**src/rtl/mbrtu_pkg.sv**
```systemverilog
// Shared codes and constants for the Modbus RTU read-holding-registers master.
package mbrtu_pkg;

	// Input item codes
	localparam logic [1:0] FUNC_START   = 2'd0;
	localparam logic [1:0] FUNC_RX_BYTE = 2'd1;
	localparam logic [1:0] FUNC_TIMEOUT = 2'd2;

	// Result kinds
	localparam logic [1:0] KIND_TX_BYTE  = 2'd0;
	localparam logic [1:0] KIND_REGISTER = 2'd1;
	localparam logic [1:0] KIND_STATUS   = 2'd2;

	// Status codes
	localparam logic [1:0] STATUS_GOOD         = 2'd0;
	localparam logic [1:0] STATUS_INCOMPLETE   = 2'd1;
	localparam logic [1:0] STATUS_CRC_MISMATCH = 2'd2;

	// Configuration register indexes
	localparam logic [1:0] CFG_DEVICE_ADDRESS = 2'd0;
	localparam logic [1:0] CFG_START_REGISTER = 2'd1;
	localparam logic [1:0] CFG_REGISTER_COUNT = 2'd2;

	// Protocol constants
	localparam logic [7:0]  MODBUS_READ_HOLDING = 8'h03;
	localparam logic [15:0] CRC_INIT            = 16'hFFFF;
	localparam logic [15:0] CRC_POLY            = 16'hA001;
	localparam logic [15:0] CRC_LSB             = 16'h0001;

	// Largest count a reply can carry in this block
	localparam int unsigned REG_LIMIT = 8;

endpackage

```
**src/rtl/modbus_rtu_read_registers_master.sv**
```systemverilog
// Modbus RTU read-holding-registers master with bit-serial CRC-16.
// Start: each of the 6 request bytes is loaded, shifted through the CRC and then output; then the 2 CRC
//   bytes follow one per cycle while the output side does not stall.
// Reply byte: the first two bytes go straight to the end check; later bytes first pass the one
//   bit-per-cycle CRC shifter; completion then emits the registers one by one. One item at a time.
// Reset (arst_n low, asynchronous): idle, config back to address 1, start 0, count 1.
module modbus_rtu_read_registers_master #(
	parameter int MAX_REGISTERS = 8
) (
	input  logic        clk,
	input  logic        arst_n,
	// configuration write port
	input  logic        cfg_we,
	input  logic [1:0]  cfg_index,
	input  logic [15:0] cfg_data,
	// input channel
	input  logic        in_valid,
	output logic        in_ready,
	input  logic [1:0]  func,
	input  logic [7:0]  rx_byte,
	// result channel
	output logic        out_valid,
	input  logic        out_ready,
	output logic [1:0]  kind,
	output logic [7:0]  tx_byte,
	output logic [15:0] register_value,
	output logic [2:0]  register_index,
	output logic [1:0]  status,
	output logic        last
);
	import mbrtu_pkg::*;

	localparam int REG_CAP = (MAX_REGISTERS < REG_LIMIT) ? MAX_REGISTERS : REG_LIMIT;
	localparam int IDX_W   = (REG_CAP > 1) ? $clog2(REG_CAP) : 1;
	localparam logic [3:0] REG_CAP_N = 4'(REG_CAP);

	// Sequencer states
	localparam logic [2:0] ST_IDLE     = 3'd0;
	localparam logic [2:0] ST_REQ_LOAD = 3'd1;
	localparam logic [2:0] ST_REQ_CRC  = 3'd2;
	localparam logic [2:0] ST_REQ_OUT  = 3'd3;
	localparam logic [2:0] ST_RX_CRC   = 3'd4;
	localparam logic [2:0] ST_RX_END   = 3'd5;
	localparam logic [2:0] ST_EMIT_REG = 3'd6;
	localparam logic [2:0] ST_EMIT_ERR = 3'd7;

	// Configuration registers
	logic [7:0]  device_address_q;
	logic [15:0] start_register_q;
	logic [3:0]  register_count_q;

	// Control and transaction state
	logic [2:0]  state_q;
	logic        receiving_q;
	logic [3:0]  active_q;
	logic [4:0]  rcount_q;
	logic [15:0] crc_q;
	logic [15:0] held_q;
	logic [7:0]  pending_q;
	logic [7:0]  shift_q;
	logic [2:0]  bit_q;
	logic [2:0]  byte_q;
	logic [2:0]  emit_q;
	logic        done_q;
	logic [1:0]  err_q;

	// Register store, written once per register pair
	logic [15:0] store_q [REG_CAP];

	// Output register
	logic        out_valid_q;
	logic [1:0]  kind_q;
	logic [7:0]  tx_q;
	logic [15:0] value_q;
	logic [2:0]  index_q;
	logic [1:0]  status_q;
	logic        last_q;

	logic        in_xfer;
	logic        out_free;
	logic [15:0] crc_next;
	logic [7:0]  req_byte;
	logic [3:0]  clamp_n;
	logic [4:0]  total;
	logic [4:0]  pos_next;
	logic [4:0]  off;
	logic        in_payload;
	logic [15:0] crc_got;
	logic        emit_last;

	assign in_ready = (state_q == ST_IDLE);
	assign in_xfer  = in_valid && in_ready;
	assign out_free = !out_valid_q || out_ready;

	// One CRC bit per cycle, data taken LSB first
	always_comb begin
		crc_next = {1'b0, crc_q[15:1]};
		if (((crc_q & CRC_LSB) != 16'h0) ^ shift_q[0])
			crc_next = crc_next ^ CRC_POLY;
	end

	// Count clamp applied at start
	always_comb begin
		if (register_count_q == 4'd0)
			clamp_n = 4'd1;
		else if (register_count_q > REG_CAP_N)
			clamp_n = REG_CAP_N;
		else
			clamp_n = register_count_q;
	end

	// Request frame byte select
	always_comb begin
		unique case (byte_q)
			3'd0:    req_byte = device_address_q;
			3'd1:    req_byte = MODBUS_READ_HOLDING;
			3'd2:    req_byte = start_register_q[15:8];
			3'd3:    req_byte = start_register_q[7:0];
			3'd4:    req_byte = 8'h00;
			3'd5:    req_byte = {4'd0, active_q};
			3'd6:    req_byte = crc_q[7:0];
			default: req_byte = crc_q[15:8];
		endcase
	end

	// Reply framing: total length, payload window, CRC as received (low byte first)
	assign total      = 5'd5 + {active_q, 1'b0};
	assign pos_next   = rcount_q + 5'd1;
	assign off        = rcount_q - 5'd3;
	assign in_payload = (rcount_q >= 5'd3) && (rcount_q < total - 5'd2);
	assign crc_got    = {held_q[7:0], held_q[15:8]};
	assign emit_last  = ({1'b0, emit_q} + 4'd1) == active_q;

	// Configuration writes
	always_ff @(posedge clk or negedge arst_n) begin
		if (!arst_n) begin
			device_address_q <= 8'd1;
			start_register_q <= 16'd0;
			register_count_q <= 4'd1;
		end else if (cfg_we) begin
			unique case (cfg_index)
				CFG_DEVICE_ADDRESS: device_address_q <= cfg_data[7:0];
				CFG_START_REGISTER: start_register_q <= cfg_data;
				CFG_REGISTER_COUNT: register_count_q <= cfg_data[3:0];
				default: ;
			endcase
		end
	end

	// Register store write on the low byte of each pair
	always_ff @(posedge clk) begin
		if (in_xfer && receiving_q && func == FUNC_RX_BYTE && in_payload && off[0])
			store_q[off[IDX_W:1]] <= {pending_q, rx_byte};
	end

	// Sequencer and output register
	always_ff @(posedge clk or negedge arst_n) begin
		if (!arst_n) begin
			state_q     <= ST_IDLE;
			receiving_q <= 1'b0;
			active_q    <= 4'd1;
			rcount_q    <= 5'd0;
			crc_q       <= CRC_INIT;
			held_q      <= 16'd0;
			pending_q   <= 8'd0;
			shift_q     <= 8'd0;
			bit_q       <= 3'd0;
			byte_q      <= 3'd0;
			emit_q      <= 3'd0;
			done_q      <= 1'b0;
			err_q       <= STATUS_GOOD;
			out_valid_q <= 1'b0;
			kind_q      <= KIND_TX_BYTE;
			tx_q        <= 8'd0;
			value_q     <= 16'd0;
			index_q     <= 3'd0;
			status_q    <= STATUS_GOOD;
			last_q      <= 1'b0;
		end else begin
			if (out_ready)
				out_valid_q <= 1'b0;

			unique case (state_q)
				ST_IDLE: begin
					if (in_xfer) begin
						if (func == FUNC_START) begin
							active_q    <= clamp_n;
							receiving_q <= 1'b1;
							rcount_q    <= 5'd0;
							crc_q       <= CRC_INIT;
							held_q      <= 16'd0;
							pending_q   <= 8'd0;
							byte_q      <= 3'd0;
							state_q     <= ST_REQ_LOAD;
						end else if (receiving_q && func == FUNC_TIMEOUT) begin
							receiving_q <= 1'b0;
							err_q       <= STATUS_INCOMPLETE;
							state_q     <= ST_EMIT_ERR;
						end else if (receiving_q && func == FUNC_RX_BYTE) begin
							// byte older by two joins the CRC; the newest two are held back
							shift_q  <= held_q[15:8];
							bit_q    <= 3'd0;
							held_q   <= {held_q[7:0], rx_byte};
							rcount_q <= pos_next;
							done_q   <= (pos_next == total);
							if (in_payload && !off[0])
								pending_q <= rx_byte;
							state_q <= (rcount_q >= 5'd2) ? ST_RX_CRC : ST_RX_END;
						end
					end
				end

				ST_REQ_LOAD: begin
					shift_q <= req_byte;
					bit_q   <= 3'd0;
					state_q <= ST_REQ_CRC;
				end

				ST_REQ_CRC: begin
					crc_q   <= crc_next;
					shift_q <= {1'b0, shift_q[7:1]};
					bit_q   <= bit_q + 3'd1;
					if (bit_q == 3'd7)
						state_q <= ST_REQ_OUT;
				end

				ST_REQ_OUT: begin
					if (out_free) begin
						out_valid_q <= 1'b1;
						kind_q      <= KIND_TX_BYTE;
						tx_q        <= req_byte;
						value_q     <= 16'd0;
						index_q     <= 3'd0;
						status_q    <= STATUS_GOOD;
						last_q      <= (byte_q == 3'd7);
						byte_q      <= byte_q + 3'd1;
						if (byte_q == 3'd7) begin
							crc_q   <= CRC_INIT;
							state_q <= ST_IDLE;
						end else if (byte_q < 3'd5) begin
							state_q <= ST_REQ_LOAD;
						end
					end
				end

				ST_RX_CRC: begin
					crc_q   <= crc_next;
					shift_q <= {1'b0, shift_q[7:1]};
					bit_q   <= bit_q + 3'd1;
					if (bit_q == 3'd7)
						state_q <= ST_RX_END;
				end

				ST_RX_END: begin
					if (done_q) begin
						receiving_q <= 1'b0;
						emit_q      <= 3'd0;
						if (crc_got != crc_q) begin
							err_q   <= STATUS_CRC_MISMATCH;
							state_q <= ST_EMIT_ERR;
						end else begin
							state_q <= ST_EMIT_REG;
						end
					end else begin
						state_q <= ST_IDLE;
					end
				end

				ST_EMIT_REG: begin
					if (out_free) begin
						out_valid_q <= 1'b1;
						kind_q      <= KIND_REGISTER;
						tx_q        <= 8'd0;
						value_q     <= store_q[emit_q[IDX_W-1:0]];
						index_q     <= emit_q;
						status_q    <= STATUS_GOOD;
						last_q      <= emit_last;
						emit_q      <= emit_q + 3'd1;
						if (emit_last)
							state_q <= ST_IDLE;
					end
				end

				ST_EMIT_ERR: begin
					if (out_free) begin
						out_valid_q <= 1'b1;
						kind_q      <= KIND_STATUS;
						tx_q        <= 8'd0;
						value_q     <= 16'd0;
						index_q     <= 3'd0;
						status_q    <= err_q;
						last_q      <= 1'b1;
						state_q     <= ST_IDLE;
					end
				end

				default: state_q <= ST_IDLE;
			endcase
		end
	end

	assign out_valid      = out_valid_q;
	assign kind           = kind_q;
	assign tx_byte        = tx_q;
	assign register_value = value_q;
	assign register_index = index_q;
	assign status         = status_q;
	assign last           = last_q;

endmodule

```
**config.mk**
```make
export PLATFORM = sky130hd
export DESIGN_NAME = modbus_rtu_read_registers_master
export DESIGN_NICKNAME = d
export VERILOG_FILES = /design/src/rtl/mbrtu_pkg.sv /design/src/rtl/modbus_rtu_read_registers_master.sv
export SDC_FILE = /design/constraint.sdc
export NUM_CORES = 1
export LEC_CHECK = 0
export BUFFER_PORTS_ARGS = -buffer_cell sky130_fd_sc_hd__buf_2
export CAP_MARGIN = 10
export CORE_MARGIN = 5
export CORE_UTILIZATION = 57
export DETAILED_ROUTE_END_ITERATION = 16
export GPL_ROUTABILITY_DRIVEN = 0
export PLACE_DENSITY_LB_ADDON = 0.12
export SYNTH_ARGS = -nofsm -noshare
export SYNTH_HDL_FRONTEND = slang
export SYNTH_SLANG_ARGS = --single-unit
```
**constraint.sdc**
```tcl
create_clock -name clk -period 7.55 [get_ports clk]
set_clock_uncertainty 0.05 [all_clocks]
set_input_delay 1.51 -clock clk [delete_from_list [all_inputs] [get_ports clk]]
set_output_delay 1.51 -clock clk [all_outputs]
set_load 0.03 [all_outputs]
```
Word-level counts from Yosys, hierarchy flattened
Memories as Yosys holds them, arrays and structs flattened.
Index checks and enable logic that the tools add are counted.
W data, S select, Z words.
{"block": "op_classes", "div": 0, "n_shift": 0, "bitwise": 4, "mux": 86, "addsub": 8, "magnitude_cmp": 5, "reduce_logical": 51, "n_eq_ne": 44, "multipliers": 0}
{"cell": "$mux W16", "n": 10}
{"cell": "$mux W8", "n": 10}
{"cell": "$mux W3", "n": 23}
{"cell": "$pmux W8 S7", "n": 1}
{"cell": "$pmux W16 S3", "n": 1}
{"cell": "$pmux W16 S2", "n": 1}
{"cell": "$eq A3 B3 Y1 const B", "n": 9}
{"cell": "$ne A2 B2 Y1 const B", "n": 12}
{"cell": "$pmux W3 S8", "n": 1}
{"cell": "$pmux W8 S3", "n": 1}
{"cell": "$reduce_and A5 Y1", "n": 4}
{"cell": "$mux W2", "n": 9}
{"cell": "$pmux W3 S2", "n": 3}
{"cell": "$ne A16 B16 Y1", "n": 1}
{"cell": "$pmux W8 S2", "n": 1}
{"cell": "$reduce_and A4 Y1", "n": 4}
{"cell": "$reduce_bool A2 Y1", "n": 8}
{"cell": "$mux W5", "n": 3}
{"cell": "$reduce_and A3 Y1", "n": 5}
{"cell": "$mux W1", "n": 14}
{"cell": "$ne A2 B1 Y1 const B", "n": 7}
{"cell": "$eq A3 B2 Y1 const B", "n": 4}
{"cell": "$ge A5 B2 Y1 const B", "n": 2}
{"cell": "$add A3 B1 Y3 const B", "n": 3}
{"cell": "37 further kinds", "n": 61}
{"block": "totals", "register_bits": 134, "latchBits": 0, "ram_bits": 128, "word_cells": 222, "in_bits": 33, "output_inout_bits": 34, "romBits": 0, "n_memories": 1}
{"memory": "store_q", "words": 8, "width": 16, "read_ports": 1, "rd_ports_with_merged_regs": 0, "write_ports": 1, "line_no": "modbus_rtu_read_registers_master.sv:68", "rtl": "logic [15:0] store_q [REG_CAP];"}

Depth between registers and ports, before layout
{"block": "depth", "ltp_word": 9, "ltp_mapped": 10, "ltp_nobuf": 9}

Least setup slack after synthesis
No wires, ideal clock.
{"block": "synth_timing", "path_kind": "in2reg", "startpoint": "in func[1]", "endpoint": "mem store_q[6][0] (enable)", "stages": 5, "t_arrival_ns": 3.002, "setup_slack_ns": 4.110, "required_ns": 7.112, "setup_ns": 0.388, "cell_sequence": "nor2b_1 -> nand4_2 -> nor3_2 -> nand3_1 -> nor2_1"}
{"block": "synth_via", "elab_chain_len": 6}
{"element": "start, declared", "line_no": "modbus_rtu_read_registers_master.sv:19", "rtl": "input logic [1:0] func,"}
{"element": "$eq A2 B1 Y1", "line_no": "modbus_rtu_read_registers_master.sv:152", "rtl": "if (in_xfer && receiving_q && func == FUNC_RX_BYTE && in_payload && off[0])"}
{"element": "$logic_and A1 B1 Y1 (3 in a row)", "line_no": "modbus_rtu_read_registers_master.sv:152"}
{"element": "$mux W1", "line_no": "modbus_rtu_read_registers_master.sv:152"}
{"element": "$mux W1 (not written as such)", "line_no": "modbus_rtu_read_registers_master.sv:153", "rtl": "store_q[off[IDX_W:1]] <= {pending_q, rx_byte};"}
{"element": "end, declared", "line_no": "modbus_rtu_read_registers_master.sv:68"}
Every way passes these cells.

Worst setup path after layout
{"block": "layout_timing", "startpoint": "reg state_q[0]", "endpoint": "out in_ready"}
{"block": "layout_via", "elab_chain_len": 1}
{"element": "start, declared", "line_no": "modbus_rtu_read_registers_master.sv:53", "rtl": "logic [2:0] state_q;"}
{"element": "start signal, assigned", "line_no": "modbus_rtu_read_registers_master.sv:208", "rtl": "state_q <= (rcount_q >= 5'd2) ? ST_RX_CRC : ST_RX_END;"}
{"element": "$logic_not A3 Y1", "line_no": "modbus_rtu_read_registers_master.sv:91", "rtl": "assign in_ready = (state_q == ST_IDLE);"}
{"element": "end, declared", "line_no": "modbus_rtu_read_registers_master.sv:18", "rtl": "output logic in_ready,"}
Every way passes these cells.

==> impl.org <==
** Run status
- Run status :: finished clean

** Timing
- Number of hold violations in the final report :: 0
- FMAX :: 0.2822 GHz
- The worst path meets setup with 4.007 ns of slack.
- Total negative setup slack :: 0 ns
- The final max-slew violation count was 0.
- Measured against its own limit, the worst slew margin works out to 29.99%.
- The clock period could shrink to 3.543 ns.
- Ratio of final minimum period to clock period :: 46.93%
- Final setup viols :: 0
- Unrepaired setup endpoints after global routing :: no
- At the pin with the least slew margin, the transition time is 1.048 ns.

** Logic synthesis
- The most common cell in the synthesized netlist is edfxtp_1.
- Synthesis handed over a netlist of 801 instances.
- Post-synth top area cell :: edfxtp_1
- For this run, asynchronously set or reset flops after synthesis account for 51.15%.
- Yosys printed 0 warnings.
- Yosys mapped a number of flops with a built-in enable equal to around 130.
- After synthesis, flip-flops and latches occupy 63.56% of the total area.
- Summed over its instances, the top area cell type makes up 33.83% of the synthesized netlist area.
- Yosys mapped the design onto 65 distinct sky130hd cell types.
- After synthesis, the cell types taking the most area are edfxtp_1 (34%), dfrtp_1 (25%), mux4_2 (6.3%).
- In this run the mean area of a mapped cell was approximately 14 sq um.
- Post-synth top flop :: edfxtp_1
- #FFs+latches synth :: 262
- Post-synthesis instance area :: ~0.011 sq mm
- Top cells by instance count after synthesis :: edfxtp_1 (128), dfrtp_1 (115), nand2_1 (65)
- Post-synthesis net count :: ~850

** Worst setup path
- The critical path starts at state_q[0]$_DFFE_PN0P_.
- Reg2Reg Depth :: 9
- By startpoint and endpoint, the worst setup path is classified as flip-flop to output pin.
- Data required time of the worst path :: around 6 ns
- The worst register-to-register path begins at active_q[0]$_DFFE_PN1P_.
- The worst setup path is launched from a flip-flop.
- Along the worst path, the maximum fanout reaches 29.
- The worst setup path is captured at an output pin.
- STA puts the critical path data arrival time at 1.98 ns.

** CTS
- Clk_lat worst skew :: 0.55 ns
- After clock tree synthesis, the clock-pin slew on the worst setup and hold paths is 0.06 ns.
- The clock net in this run drives a total of 262 sinks.
- Once the clock tree was built, the setup fixing pass inserted 0 buffers.
- Hold-fix buffers, CTS :: 0
- Depth of the CTS H-tree :: 1
- Clock tree synthesis selected as its root buffer the cell clkbuf_16.
- In this run the deepest clock path goes through 3 buffers.
- Post_cts resized :: 0
- CTS tree :: yes
- Total CTS buffers :: 27

** Routing
- The pre-antenna-repair detailed-routing pass consisted of 5 iterations.
- Routed Wire Length :: 26.05 mm
- The detail route stage leaves a number of antenna-violating nets equal to 0.
- Summing over every cut layer, the via total after detailed routing is 7023.
- Dividing the detail-routed wire length by the instance count gives 22.59 um.
- After detailed routing, the number of vias per cell comes to approximately 6.
- For this block, the initial DRC count from the detailed router was 546.
- # DRC :: 0

** Flow run
- Across the run, the number of max-cap violations was 0.

** Placement
- After legalization and detailed placement, the total HPWL measured 17.38 mm.
- Before CTS, the worst setup slack after placement is 3.938 ns.
- Port Buffer Count :: 66

** GRT
- Number of antenna violations at the first check in global routing :: 0
- Pin count of the biggest net entering global routing :: 75
- The first global-routing pass estimated roughly 42 mm of wire.
- Number of global-route vias before repair :: 7162
- GRT Resource Usage Total :: 23.84%
- For this run the aggregate overflow at the end of global routing stands at 0.

** Layout
- Post-synthesis to final-layout area growth :: 13.56%
- Area occupied by registers :: 0.007222 sq mm
- 0 antenna diodes ended up in the layout.
- Multi-input gate area :: 0.003890 sq mm
- # fillers :: 1471
- Fraction of layout instances using a drive strength above 1 :: 25.11%
- Final layout net count :: about 920

** Pwr
- The worst-case IR drop observed on VDD is 275.3 uV.
- For this design the ratio of total power to cell area is between 300 and 400 mW/mm^2.
- Total leakage power :: 5.193 nW

** Floorplan
- The floorplan has between 50 and 60 rows.
- Die Area :: 0.02286 sq mm
- The floorplan step defined a core boundary enclosing 0.01953 sq mm.
- I/O pins :: 67
- The initial utilization of the core area, before any placement, comes to about 58%.
- The die is 151.2 um tall.
- X dimension of the die :: 151.2 um

** Worst hold path
- The worst hold path passes through 2 cells.
- The path class of the tightest hold or removal check is flip-flop to flip-flop.
- Hold path startpoint :: register_value[6]$_DFFE_PN0P_
cells in the final DEF, fill, tap and decap left out, drive strengths merged, types with 7 or more instances in the layout:
cell type,netlist,final
xor2,8,8
nand2b,9,9
clkbuf,21,31
nand2,66,66
dfrtp,115,115
mux2,38,38
mux2i,18,18
clkinv,0,11
nor2,37,37
mux4,32,32
dfstp,19,19
edfxtp,128,128
inv,17,18
ha,18,18
a22o,27,27
a21oi,18,18
o22ai,8,8
xnor2,25,25
nor2b,7,7
nand3,11,11
o21ai,60,60
buf,22,80
o22a,12,12
a32o,8,8
registers in the layout, summed over array words and instances, names as in the netlist, 5 cells and up:
name	cells
start_register_q	16
shift_q	8
held_q	16
store_q	128
crc_q	16
rcount_q	5
pending_q	8
device_address_q	8
register_value	16
tx_byte	8
final timing paths:
check | endpoint | slack [ns]
max | in_ready | 4.01
min | register_value[6]$_DFFE_PN0P_ | 0.42
max reg2reg | pending_q[6]$_DFFE_PN0P_ | 4.56
min reg2reg | register_value[6]$_DFFE_PN0P_ | 0.42
max in group asynchronous | shift_q[3]$_DFFE_PN0P_ | 5.21
min in group asynchronous | kind[0]$_DFFE_PN0P_ | 0.94
worst max-delay path, cell delays in order (launching register included):
cell	delay, ns
dfrtp_1	0.71
nor3_4	0.45
buf_2	0.28
layout make-up:
class | count | share of cell area [%]
Timing Repair Buffer | 80 | 3.424
Clock buffer | 31 | 5.354
Tap cell | 265 | 2.570
Sequential cell | 262 | 55.98
Multi-Input combinational cell | 479 | 30.15
Clock inverter | 19 | 2.027
Inverter | 17 | 0.4946
metrics by stage:
step / hold WS (ns) / utilization, % / cells / cell area [sq um] / power [mW]
global route: 0.4593 / 66.07 / 1153 / 12900 / 5.186
global placement: 0.4058 / 61.19 / 1103 / 11950 / 3.471
finish: 0.4228 / 66.07 / 1153 / 12900 / 4.923
floorplan: 0.3852 / - / 801 / 11360 / 3.086
detailed placement: 0.4154 / 61.19 / 1103 / 11950 / 3.520
CTS: 0.4296 / 66.07 / 1153 / 12900 / 4.952
cells by family (layout without fill, tap and decap cells):
kind of cell | after synthesis | in the layout | synth area share [%]
multiplexers | 88 | 88 | 11.70
XOR/XNOR | 33 | 33 | 2.544
adder cells (fa/ha/maj) | 19 | 19 | 2.071
buffers and inverters | 60 | 147 | 2.236
flip-flops | 262 | 262 | 63.56
AND/OR/NAND/NOR | 164 | 164 | 7.092
AO/OA/AOI/OAI | 175 | 175 | 10.80
per-layer routing:
layer | global-route usage [%] | share of wire (%)
met1 | 31.56 | 41
met2 | 41.32 | 52
met3 | 2.962 | 3.8
met4 | 7.661 | 3.4
met5 | 0 | 0
where the power goes:
part           switching [mW]  total (mW)  internal, mW  leakage (nW)
sequential              0.258        2.00          1.74          2.93
clock                   0.557        1.42         0.865         0.466
combinational           0.875        1.50         0.626          1.80
No activity file was read; power rests on OpenSTA's default activity.
